$ cat config.mk
export PLATFORM = sky130hd
export DESIGN_NAME = utf16_to_utf8_transcoder_top
export DESIGN_NICKNAME = d
export VERILOG_FILES = /design/src/rtl/core/u16u8_pkg.sv /design/src/rtl/core/u16u8_decode.sv /design/src/rtl/core/utf16_to_utf8_transcoder_top.sv
export VERILOG_INCLUDE_DIRS = /design/src /design/src/rtl/core
export SDC_FILE = /design/constraint.sdc
export NUM_CORES = 1
export LEC_CHECK = 0
export BUFFER_PORTS_ARGS = -buffer_cell sky130_fd_sc_hd__buf_2
export CORE_UTILIZATION = 40
export DETAILED_ROUTE_END_ITERATION = 10
export SLEW_MARGIN = 40
export SYNTH_ARGS = -nofsm -noshare
export SYNTH_HDL_FRONTEND = slang
export SYNTH_HIERARCHICAL = 1
export SYNTH_SLANG_ARGS = --single-unit
$ cat constraint.sdc
create_clock -name clock -period 6.31 [get_ports clock]
set_input_delay 1.262 -clock clock [delete_from_list [all_inputs] [get_ports clock]]
set_output_delay 1.262 -clock clock [all_outputs]
set_load 0.01 [all_outputs]
$ cat src/rtl/core/utf16_to_utf8_transcoder_top_defines.svh
// ----------------------------------------------------------------------------
// utf16_to_utf8_transcoder_top_defines.svh
// Assertion macros used by the transcoder top module.
// ----------------------------------------------------------------------------
`ifndef UTF16_TO_UTF8_TRANSCODER_TOP_DEFINES_SVH
`define UTF16_TO_UTF8_TRANSCODER_TOP_DEFINES_SVH

`ifndef SYNTHESIS

// Clocked check, masked during reset.
`define U16U8_ASSERT(label, clk, rst, prop, msg) \
   label: assert property (@(posedge clk) disable iff (rst) prop) else $error(msg);

// Clocked check, active during reset as well.
`define U16U8_ASSERT_ALWAYS(label, clk, prop, msg) \
   label: assert property (@(posedge clk) prop) else $error(msg);

`else

`define U16U8_ASSERT(label, clk, rst, prop, msg)
`define U16U8_ASSERT_ALWAYS(label, clk, prop, msg)

`endif

`endif

$ cat src/rtl/core/u16u8_pkg.sv
// ----------------------------------------------------------------------------
// u16u8_pkg
// Shared types and result codes of the UTF-16 to UTF-8 transcoder.
// ----------------------------------------------------------------------------
`default_nettype none

package u16u8_pkg;

   localparam logic [1:0] KIND_DATA  = 2'd0;
   localparam logic [1:0] KIND_OK    = 2'd1;
   localparam logic [1:0] KIND_ERROR = 2'd2;

   typedef struct packed {
      logic       high_pending;
      logic [9:0] high_bits;
      logic       name_finished;
   } state_type;

   // Results caused by one unit: up to four bytes, then an optional status.
   typedef struct packed {
      logic [3:0][7:0] data;
      logic [2:0]      nbytes;
      logic            has_status;
      logic [1:0]      status;
   } run_type;

endpackage

`default_nettype wire

$ cat src/rtl/core/u16u8_decode.sv
// ----------------------------------------------------------------------------
// u16u8_decode
// Surrogate tracking and UTF-8 encoding of one code unit.
// ----------------------------------------------------------------------------
`default_nettype none

module u16u8_decode (
   input  wire logic [15:0]         code_unit,
   input  wire logic                final_unit,
   input  wire u16u8_pkg::state_type state_cur,
   output u16u8_pkg::state_type     state_nxt,
   output u16u8_pkg::run_type       run
);
   import u16u8_pkg::*;

   logic        is_high;
   logic        is_low;
   logic        ended;
   logic        enc;
   logic [1:0]  status;
   logic [20:0] cp;

   always_comb begin
      is_high   = (code_unit[15:10] == 6'b110110);
      is_low    = (code_unit[15:10] == 6'b110111);
      state_nxt = state_cur;
      run       = '0;
      ended     = 1'b0;
      enc       = 1'b0;
      status    = KIND_OK;
      cp        = '0;

      if (state_cur.name_finished) begin
         if (final_unit) begin
            state_nxt.name_finished = 1'b0;
         end
      end else begin
         if (state_cur.high_pending) begin
            state_nxt.high_pending = 1'b0;
            state_nxt.high_bits    = '0;
            if (is_low) begin
               cp  = 21'h10000 + {1'b0, state_cur.high_bits, code_unit[9:0]};
               enc = 1'b1;
            end else begin
               status = KIND_ERROR;
               ended  = 1'b1;
            end
         end else if (code_unit == 16'h0000) begin
            ended = 1'b1;
         end else if (is_high) begin
            if (final_unit) begin
               status = KIND_ERROR;
               ended  = 1'b1;
            end else begin
               state_nxt.high_pending = 1'b1;
               state_nxt.high_bits    = code_unit[9:0];
            end
         end else if (is_low) begin
            status = KIND_ERROR;
            ended  = 1'b1;
         end else begin
            cp  = {5'd0, code_unit};
            enc = 1'b1;
         end

         if (final_unit) begin
            ended = 1'b1;
         end

         if (ended) begin
            run.has_status          = 1'b1;
            run.status              = status;
            state_nxt.high_pending  = 1'b0;
            state_nxt.high_bits     = '0;
            state_nxt.name_finished = !final_unit;
         end
      end

      if (enc) begin
         if (cp[20:7] == '0) begin
            run.nbytes  = 3'd1;
            run.data[0] = {1'b0, cp[6:0]};
         end else if (cp[20:11] == '0) begin
            run.nbytes  = 3'd2;
            run.data[0] = {3'b110, cp[10:6]};
            run.data[1] = {2'b10, cp[5:0]};
         end else if (cp[20:16] == '0) begin
            run.nbytes  = 3'd3;
            run.data[0] = {4'b1110, cp[15:12]};
            run.data[1] = {2'b10, cp[11:6]};
            run.data[2] = {2'b10, cp[5:0]};
         end else begin
            run.nbytes  = 3'd4;
            run.data[0] = {5'b11110, cp[20:18]};
            run.data[1] = {2'b10, cp[17:12]};
            run.data[2] = {2'b10, cp[11:6]};
            run.data[3] = {2'b10, cp[5:0]};
         end
      end
   end

endmodule

`default_nettype wire

$ cat src/rtl/core/utf16_to_utf8_transcoder_top.sv
// ----------------------------------------------------------------------------
// utf16_to_utf8_transcoder_top
// UTF-16 name buffer to UTF-8 byte stream with end-of-name status.
// ----------------------------------------------------------------------------
// An accepted code unit sits in an input register, is decoded combinationally
// into a run of one to five results (bytes, then a status where the name
// ends), and that run is registered and leaves on the rsp_ channel at one
// result per cycle while rsp_ready is high. A run holds 1 to 3 bytes for a
// BMP character or 4 for a surrogate pair, plus one status where the name
// ends. Units that yield nothing (a stored high surrogate, units after the
// end of the name) never occupy the result channel. The next unit is taken
// while the current run drains, so the result channel sets throughput.
`default_nettype none
`include "utf16_to_utf8_transcoder_top_defines.svh"

module utf16_to_utf8_transcoder_top (
   input  wire logic        clock,
   input  wire logic        reset,
   input  wire logic        req_valid,
   output logic             req_ready,
   input  wire logic [15:0] req_code_unit,
   input  wire logic        req_final_unit,
   output logic             rsp_valid,
   input  wire logic        rsp_ready,
   output logic [7:0]       rsp_out_byte,
   output logic [1:0]       rsp_kind,
   output logic             rsp_last_of_run
);
   import u16u8_pkg::*;

   logic        in_valid_ff;
   logic        in_valid_in;
   logic [15:0] in_unit_ff;
   logic        in_final_ff;
   state_type   state_ff;
   state_type   state_in;
   logic        run_valid_ff;
   logic        run_valid_in;
   run_type     run_ff;
   run_type     run_new;
   logic [2:0]  idx_ff;
   logic [2:0]  idx_in;
   logic [2:0]  total;
   logic        run_has;
   logic        run_free;
   logic        move;

   u16u8_decode u_decode (
      .code_unit  (in_unit_ff),
      .final_unit (in_final_ff),
      .state_cur  (state_ff),
      .state_nxt  (state_in),
      .run        (run_new)
   );

   assign total           = run_ff.nbytes + {2'd0, run_ff.has_status};
   assign rsp_valid       = run_valid_ff;
   assign rsp_last_of_run = (idx_ff == total - 3'd1);
   assign rsp_kind        = (idx_ff < run_ff.nbytes) ? KIND_DATA : run_ff.status;
   assign rsp_out_byte    = (idx_ff < run_ff.nbytes) ? run_ff.data[idx_ff[1:0]] : 8'h00;

   assign run_has   = (run_new.nbytes != 3'd0) || run_new.has_status;
   assign run_free  = !run_valid_ff || (rsp_ready && rsp_last_of_run);
   assign move      = in_valid_ff && (!run_has || run_free);
   assign req_ready = !in_valid_ff || move;

   always_comb begin
      in_valid_in  = req_ready ? req_valid : in_valid_ff;
      run_valid_in = run_valid_ff;
      idx_in       = idx_ff;
      if (move && run_has) begin
         run_valid_in = 1'b1;
         idx_in       = 3'd0;
      end else if (run_valid_ff && rsp_ready) begin
         if (rsp_last_of_run) begin
            run_valid_in = 1'b0;
         end else begin
            idx_in = idx_ff + 3'd1;
         end
      end
   end

   always_ff @(posedge clock) begin
      if (reset) begin
         in_valid_ff  <= 1'b0;
         run_valid_ff <= 1'b0;
         idx_ff       <= 3'd0;
         state_ff     <= '0;
      end else begin
         in_valid_ff  <= in_valid_in;
         run_valid_ff <= run_valid_in;
         idx_ff       <= idx_in;
         if (move) begin
            state_ff <= state_in;
         end
      end
   end

   always_ff @(posedge clock) begin
      if (req_valid && req_ready) begin
         in_unit_ff  <= req_code_unit;
         in_final_ff <= req_final_unit;
      end
      if (move && run_has) begin
         run_ff <= run_new;
      end
   end

   `U16U8_ASSERT(a_idx_in_run, clock, reset, run_valid_ff |-> (idx_ff < total), "result index past end of run")
   `U16U8_ASSERT(a_status_last, clock, reset, (rsp_valid && rsp_kind != KIND_DATA) |-> rsp_last_of_run, "status result not last of run")
   `U16U8_ASSERT(a_state_excl, clock, reset, !(state_ff.high_pending && state_ff.name_finished), "high surrogate pending after end of name")
   `U16U8_ASSERT_ALWAYS(a_reset_idle, clock, $past(reset) |-> (!run_valid_ff && !in_valid_ff), "block not idle after reset")

endmodule

`default_nettype wire

==> impl_metrics.json, run 1 <==
{
  "setup_viol_count_final": 0,
  "track_usage_pct": 17.4,
  "start_util_pct": 41.6,
  "rsz0062_at_grt": "no",
  "fmax_ghz": 0.189,
  "diodes": 0,
  "drv_slew": 0,
  "ys.flop_type": "edfxtp_1",
  "cp_cell_sequence": "and4b_4 -> a32oi_2 -> nand2_1 -> nor4bb_4 -> inv_4 -> nor2_1 -> nor2_1 -> or4_1 -> nand3_1 -> buf_2",
  "powerDensity_nw_per_um2": 231,
  "fp.dieH_um": 103,
  "synth_edf_count": 55,
  "syn_inst": 353,
  "wl_um": 8680,
  "place_congestion": 0.957,
  "netlist_area_um2": 4080,
  "hold_viol": 0,
  "slowest_delay_ns": 0.82,
  "port_buffers": 33,
  "min_period_ns": 5.30,
  "grt_max_degree": 29,
  "drtIter0Drc": 125,
  "crit_buf_inv": 2,
  "setup.worst_path.class": "reg -> out",
  "pin_count": 34,
  "area_growth_pct": 12.1,
  "final_nets": 405,
  "numCtsBuffers": 9,
  "grt_overflow": 0,
  "synth-seq-cells": 72,
  "status": "finished clean",
  "num_rows": 36,
  "ant_nets": 0,
  "synth.largest_area_cell": "edfxtp_1",
  "ys_seq_area_share_pct": 48.8,
  "tightest_slew_ns": 0.769,
  "min-delay-path-class": "reg -> reg",
  "cp.arrival_ns": 4.03,
  "yosysWarningCount": 6,
  "cpMostUsedCell": "nor2_1",
  "cts_max_path_buffers": 2,
  "core-area_um2": 9820,
  "startpoint_type": "flop",
  "cp-end-kind": "primary output",
  "drv_cap": 0,
  "die_w_um": 103,
  "synthTopCellsByCount": "55 x edfxtp_1, 29 x nand2b_1, 25 x nand2_1",
  "r2r_setup_slack_ns": 1.98,
  "clk_pin_slew_ns": 0.08,
  "yosysUniqueCellTypes": 67,
  "cp.required_ns": 5.05,
  "cts_resized": 0,
  "dpl.hpwl_um": 6230,
  "clock_skew_ns": 0.0123,
  "yosysMostFrequentCell": "edfxtp_1",
  "dpl_cell_area_um2": 4350,
  "worstPathMaxFanout": 21,
  "dieArea_um2": 10600,
  "antenna_found_initial": 0,
  "viasPerCell": 5.42,
  "slew_headroom_pct": 48.7,
  "ctsHoldBuffers": 0,
  "fin_area_um2": 4570,
  "critPathSlowestCell": "dfxtp_1",
  "grt_pass1_wl_um": 13400,
  "postCtsSetupRepairBufs": 0,
  "drc": 0,
  "cts.sinks": 72,
  "synth_area_leaders": "edfxtp_1 40%, dfxtp_1 8.3%, nand2b_1 4.4%",
  "vdd_drop_max_v": 0.000122,
  "dr.pass1.iters": 4,
  "holdWs_ns": 0.515,
  "synthArstFlopShare_pct": 0,
  "num_vias": 2795,
  "cts_tree": "done",
  "p_leak_nw": 1.68,
  "critPathTopFamily": "simple AND/OR/NAND/NOR gates",
  "wire_per_inst_um": 16.8,
  "htreeDepth": 3,
  "synth_top_area_share_pct": 40.5,
  "cts_root_buf": "clkbuf_8",
  "synth.avg_cell_area_um2": 11.6,
  "fillers": 970,
  "final.setup.tns_ns": 0,
  "finalCritPeriodShare_pct": 83.9,
  "drive_gt1_share_pct": 22.5,
  "clk_latency_ns": 0.36,
  "grt_pass1_vias": 2549
}
## flip-flops by register name (all words and copies together) (netlist names)
| signal | count |
|---|---|
| in_final_ff | 1 |
| in_valid_ff | 1 |
| state_ff | 12 |
| in_unit_ff | 16 |
| idx_ff | 3 |
| run_ff | 38 |
| rsp_valid | 1 |
## area by class of cell
cell class	count	area [um^2]	area share, %
timing repair buffer	36	208	4.54
tap	133	166	3.64
clock buffer	9	124	2.71
inverter	10	40.0	0.875
sequential	72	1990	43.5
multi-input combinational	249	1940	42.5
clock inverter	7	101	2.22
## power by group
group	leakage [nW]	internal, mW	total [mW]	switching [mW]
sequential	0.647	0.531	0.552	0.0207
clock	0.107	0.226	0.414	0.187
combinational	0.923	0.0421	0.0904	0.0482
## path summary, 6_finish.rpt
kind	startpoint	end	cells past startpoint
setup / recovery	state_ff[0]	req_ready	10
hold / removal	idx_ff[2]	idx_ff[2]	2
setup reg to reg	state_ff[0]	in_unit_ff[4]	9
hold reg to reg	idx_ff[2]	idx_ff[2]	2
## tightest hold or removal path, delay by kind of cell, from the launching register on
kind            cells  cell delay (ns)
simple gates        1             0.06
flops               1             0.35
compound gates      1             0.06
## cells in the final DEF, fill, tap and decap left out, types with 10 or more instances in the layout
cell type and count:
nand2_1 25, dfxtp_1 17, nand3_1 13, nand2b_1 29, and2_1 11, a22o_1 10, buf_2 33, nor2b_1 10
mux2i_1 15, a21oi_1 16, edfxtp_1 55, nor2_1 18
## cell families (layout without fill, tap and decap cells)
| family | after synthesis | after routing | synth area share, % |
|---|---|---|---|
| compound gates | 73 | 73 | 14.9 |
| buf+inv | 34 | 62 | 4.72 |
| xor+xnor | 7 | 7 | 2.02 |
| simple gates | 137 | 137 | 19.5 |
| flops | 72 | 72 | 48.8 |
| mux | 23 | 23 | 8.09 |
| fa+ha+maj | 6 | 6 | 1.84 |
| other cells | 1 | 3 | 0.0919 |
## per-stage QoR
stage               setup WS, ns  utilization (%)  power [mW]  cells
finish                      1.01             46.6        1.06    516
global route               0.738             46.6        1.10    516
CTS                         1.06             46.6        1.07    516
detailed placement          1.45             44.3       0.653    500
global placement            1.55             43.8       0.648    499
floorplan                   2.19                -       0.620    355
## per-layer routing
layer | track usage, % | part of all wire [%]
met1 | 22.8 | 47
met2 | 26.8 | 47
met3 | 4.81 | 4.1
met4 | 8.02 | 2.5
met5 | 0 | 0
Power figures use the tool's default switching activity.
==> inputs of run 2 (changes only) <==
clock period = 4.3 ns   (was 6.31 ns; I/O delays follow)
==> run 2 against run 1 <==
  * Cell count rose by 3.3%
  * Largest cell class unchanged
  * Routed wire length is 2.1% higher
  * Sequential power is 46% higher
  * Die area did not move
  * Power is 40% higher
  * Final area increased by 2.2%
==> impl_metrics.json, run 2 (same netlist as run 1, synthesis figures left out) <==
{
  "pin_count": 34,
  "regArea_um2": 1990,
  "fmax_ghz": 0.243,
  "setup.worst_path.class": "reg -> out",
  "ctsHoldBuffers": 0,
  "cpMostUsedCell": "nor2_1",
  "clk_latency_ns": 0.35,
  "dpl_cell_area_um2": 4410,
  "track_usage_pct": 17.8,
  "final_nets": 422,
  "cts_max_path_buffers": 2,
  "final_cells": 533,
  "dp.cells": 510,
  "cts_tree": "done",
  "critPathTopFamily": "simple AND/OR/NAND/NOR gates",
  "num_vias": 2830,
  "drive_gt1_share_pct": 26.8,
  "largestRegisters": "run_ff: 38 flops, in_unit_ff: 16 flops, state_ff: 12 flops",
  "grt_pass1_wl_um": 13800,
  "r2r-end": "in_unit_ff[10]",
  "port_buffers": 33,
  "top_register": "run_ff",
  "cts.sinks": 72,
  "slowest_delay_ns": 0.57,
  "tightest_slew_ns": 0.729,
  "crit_buf_inv": 2,
  "cts_root_buf": "clkbuf_8",
  "area_growth_pct": 14.6,
  "cp.arrival_ns": 3.25,
  "viasPerCell": 5.31,
  "p_leak_nw": 1.75,
  "num_rows": 36,
  "cp.required_ns": 3.44,
  "wl_um": 8860,
  "wire_per_inst_um": 16.6,
  "slew_headroom_pct": 51.4,
  "final_common_cell": "edfxtp_1",
  "core-area_um2": 9820,
  "final.setup.tns_ns": 0,
  "setup_viol_count_final": 0,
  "start_util_pct": 41.6,
  "finalCritPeriodShare_pct": 95.7,
  "powerDensity_nw_per_um2": 317,
  "dpl.hpwl_um": 6460,
  "ff2ff_path_depth": 10,
  "cp.depth": 10,
  "rsz0062_at_grt": "no",
  "die_w_um": 103,
  "fin_area_um2": 4680,
  "cp-end-kind": "primary output",
  "critPathSlowestCell": "or4_4",
  "largest_register_ff_count": 38,
  "fillers": 941,
  "grt_pass1_vias": 2676,
  "worstPathMaxFanout": 7,
  "r2r_setup_slack_ns": 0.84,
  "drv_cap": 0,
  "multi_input_area_um2": 1950,
  "grt_overflow": 0,
  "r2r-start": "in_unit_ff[14]",
  "min_period_ns": 4.11,
  "clock_skew_ns": 0.0130,
  "htreeDepth": 3,
  "dieArea_um2": 10600,
  "cp_cell_sequence": "and4b_4 -> a32oi_2 -> nand2_1 -> nor4bb_4 -> inv_4 -> nor2_1 -> nor2_1 -> or4_4 -> nand3_1 -> buf_2",
  "min-delay-path-class": "reg -> reg",
  "holdWs_ns": 0.489,
  "startpoint_type": "flop",
  "drc": 0,
  "status": "finished clean",
  "vdd_drop_max_v": 0.000195,
  "diodes": 0,
  "critPathLaunch": "in_unit_ff[14]",
  "fp.dieH_um": 103,
  "numCtsBuffers": 9,
  "ant_nets": 0,
  "place_congestion": 1.00,
  "grt_max_degree": 28,
  "hold_viol": 0,
  "drtIter0Drc": 143,
  "clk_pin_slew_ns": 0.08,
  "antenna_found_initial": 0,
  "crit_end": "req_ready",
  "final_cell_mix": "55 x edfxtp_1, 33 x buf_2, 29 x nand2b_1, 25 x nand2_1, 19 x buf_4",
  "dr.pass1.iters": 5,
  "drv_slew": 0
}
==> run 2: metrics by stage <==
step,utilization (%),power [mW],setup WS [ns]
2_1_floorplan,-,0.910,0.183
3_3_place_gp,44.6,0.955,0.484
3_5_place_dp,44.9,0.960,0.418
4_1_cts,46.9,1.49,0.0201
5_1_grt,47.6,1.54,0.0233
6_report,47.6,1.48,0.187
==> run 2: area by class of cell <==
class,instances,area share [%]
Clock inverter,7,1.52
Tap cell,133,3.56
Inverter,10,0.856
Clock buffer,9,2.65
Multi-Input combinational cell,249,41.6
Sequential cell,72,42.6
Timing Repair Buffer,53,7.17
==> run 2: where the power goes <==
group | internal (mW) | switching, mW | leakage [nW] | total [mW]
registers | 0.779 | 0.0263 | 0.648 | 0.805
clock network | 0.268 | 0.264 | 0.0933 | 0.531
logic | 0.0688 | 0.0771 | 1.00 | 0.146
total | 1.12 | 0.367 | 1.75 | 1.48
==> run 2: how the worst min path moves through the flow <==
stage                start  depth (start not counted)     endpoint
3_3_place_gp     idx_ff[2]                          2    idx_ff[2]
5_1_grt          idx_ff[2]                          2    idx_ff[2]
3_5_place_dp     idx_ff[2]                          2    idx_ff[2]
6_report         idx_ff[2]                          2    idx_ff[2]
4_1_cts          idx_ff[2]                          2    idx_ff[2]
2_1_floorplan  state_ff[0]                          2  state_ff[0]
==> run 2: worst register-to-register path, stage by stage, from the launching register on <==
cell and delay (ns):
edfxtp_1 0.49, and4b_4 0.27, a32oi_2 0.29, nand2_1 0.16, nor4bb_4 0.48, inv_4 0.10
nor2_1 0.19, nor2_1 0.08, or4_4 0.57, a31oi_2 0.23, buf_4 0.28
==> run 2: metal layers <==
layer  vias up  global-route usage, %  wire length [um]  part of all wire (%)
met4         0                   9.53               282                   3.2
li1       1396                      -                 -                     -
met5         -                      0                 0                     0
met3        23                   3.25               314                   3.5
met2        68                   28.5              4150                    47
met1      1343                   23.0              4110                    46
==> run 2: timing repair <==
item,4_1_cts,5_1_grt
endpoints found under the hold margin,0,0
buffers inserted,0,7
endpoints found under the setup margin,0,1
resized for setup,0,6
==> inputs of run 3 (changes only) <==
clock period = 3.5 ns   (was 4.3 ns; I/O delays follow)
==> run 3 against run 2 <==
  * The run now ends with setup timing left
  * Sequential share of layout area decreased by 2.8 points
  * Register-to-register slack got worse by 0.77 ns
  * Global-route usage rose by 1.3 points
  * Non-clock buffer count up 34
  * Core utilization grew 3.3 points
  * Clock skew barely moved
  * Die area unchanged
  * Sequential power up 22%
  * Combinational power increased by 47%
  * Routed wire length increased by 5.2%
  * Setup slack got worse by 0.34 ns
  * Critical path type unchanged
  * Critical endpoint unchanged
  * Largest cell class unchanged
  * Highest routed layer unchanged
==> impl_metrics.json, run 3 (same netlist as run 1, synthesis figures left out) <==
{
  "status": "finished with violations",
  "violations": "setup timing",
  "pin_count": 34,
  "wire_per_inst_um": 16.4,
  "hold_viol": 0,
  "cts_tree": "done",
  "ctsHoldBuffers": 0,
  "drive_gt1_share_pct": 33.6,
  "crit_buf_inv": 3,
  "largestRegisters": "run_ff: 38 flops, in_unit_ff: 16 flops, state_ff: 12 flops",
  "setup.worst_path.class": "reg -> out",
  "final_cell_mix": "55 x edfxtp_1, 49 x buf_4, 32 x buf_2, 29 x nand2b_1, 24 x nand2_1",
  "p_leak_nw": 1.93,
  "grt_overflow": 0,
  "cp-end-kind": "primary output",
  "min_period_ns": 3.65,
  "drv_slew": 0,
  "clk_latency_ns": 0.36,
  "grt_pass1_vias": 2927,
  "finalCritPeriodShare_pct": 104,
  "largest_register_ff_count": 38,
  "dieArea_um2": 10600,
  "tightest_slew_ns": 0.676,
  "final_nets": 456,
  "min-delay-path-class": "reg -> reg",
  "holdWs_ns": 0.501,
  "dp.cells": 537,
  "worstPathMaxFanout": 6,
  "dr.pass1.iters": 5,
  "critPathSlowestCell": "edfxtp_1",
  "grt_max_degree": 28,
  "drtIter0Drc": 167,
  "antenna_found_initial": 0,
  "fillers": 919,
  "start_util_pct": 41.6,
  "die_w_um": 103,
  "ant_nets": 0,
  "port_buffers": 33,
  "fmax_ghz": 0.274,
  "cts.sinks": 72,
  "grt-busiest-layer": "met2",
  "vdd_drop_max_v": 0.000234,
  "drv_cap": 0,
  "place_congestion": 0.936,
  "slowest_delay_ns": 0.46,
  "core-area_um2": 9820,
  "track_usage_pct": 19.1,
  "diodes": 0,
  "powerDensity_nw_per_um2": 374,
  "cp.required_ns": 2.80,
  "globalRouteMet3Util_pct": 4.34,
  "dpl_cell_area_um2": 4650,
  "multi_input_area_um2": 1970,
  "place_ws_ns": 0.0797,
  "wl_um": 9320,
  "area_growth_pct": 22.5,
  "final_cells": 567,
  "num_vias": 3008,
  "setup_ws_ns": -0.151,
  "report.power.total_mw": 1.87,
  "cp.arrival_ns": 2.95,
  "num_rows": 36,
  "fin_area_um2": 5000,
  "clk_pin_slew_ns": 0.08,
  "viasPerCell": 5.31,
  "critPathTopFamily": "simple AND/OR/NAND/NOR gates",
  "fp.dieH_um": 103,
  "use_met2_pct": 32.5,
  "dpl.hpwl_um": 6800,
  "htreeDepth": 3,
  "setup_viol_count_final": 1,
  "clock_skew_ns": 0.0125,
  "numCtsBuffers": 9,
  "startpoint_type": "flop",
  "grt_use_met1_pct": 23.4,
  "top_register": "run_ff",
  "cts_root_buf": "clkbuf_8",
  "slew_headroom_pct": 54.9,
  "drc": 0,
  "cpMostUsedCell": "buf_4",
  "grt_pass1_wl_um": 14800,
  "final_common_cell": "edfxtp_1",
  "rsz0062_at_grt": "yes",
  "cts_max_path_buffers": 2,
  "cp_cell_sequence": "nand4b_1 -> buf_4 -> a2111o_1 -> nor4bb_4 -> buf_4 -> and2_1 -> o21a_1 -> or4_4 -> nand3_2 -> buf_6",
  "regArea_um2": 1990
}
==> run 3: layout make-up <==
| class | count | share of cell area (%) |
|---|---|---|
| clock inverters | 7 | 1.58 |
| repair buffers | 87 | 12.6 |
| clock buffers | 9 | 2.48 |
| flip-flops and latches | 72 | 39.9 |
| multi-input cells | 249 | 39.3 |
| inverters | 10 | 0.801 |
| well taps | 133 | 3.33 |
==> run 3: stage by stage <==
stage	util, %	setup TNS [ns]
4_1_cts	50.7	-0.0445
3_3_place_gp	47.0	0
2_1_floorplan	-	-0.534
3_5_place_dp	47.3	0
5_1_grt	50.9	-0.206
6_report	50.9	-0.151
==> run 3: worst register-to-register path, delay by kind of cell (launching register included) <==
family | cells | cell delay (ns)
simple gates | 4 | 1.01
compound gates | 3 | 0.83
buf+inv | 5 | 0.82
flops | 1 | 0.46
==> run 3: path summary, 6_finish.rpt <==
| check | end | depth (start not counted) | startpoint | slack, ns |
|---|---|---|---|---|
| worst max-delay path | req_ready | 10 | in_unit_ff[13] | -0.15 |
| worst min-delay path | idx_ff[2] | 2 | idx_ff[2] | 0.50 |
| worst max register to register | in_unit_ff[1] | 12 | in_unit_ff[13] | 0.07 |
| worst min register to register | idx_ff[2] | 2 | idx_ff[2] | 0.50 |
==> run 3: layer usage <==
layer / wire length, um / up-vias
met5: 0 / -
met4: 201 / 0
met3: 322 / 15
met2: 4660 / 71
met1: 4130 / 1453
li1: - / 1469
==> run 3: repair_timing <==
action | in CTS | in global routing
endpoints found under the setup margin | 1 | 25
setup buffers | 12 | 2
pin swaps | 8 | 2
resized for setup | 8 | 2
==> run 3: power breakdown <==
group          switching [mW]  leakage [nW]  internal [mW]  total (mW)
Combinational           0.109          1.19          0.105       0.214
Clock                   0.341        0.0925          0.335       0.676
Sequential             0.0238         0.648          0.956       0.980
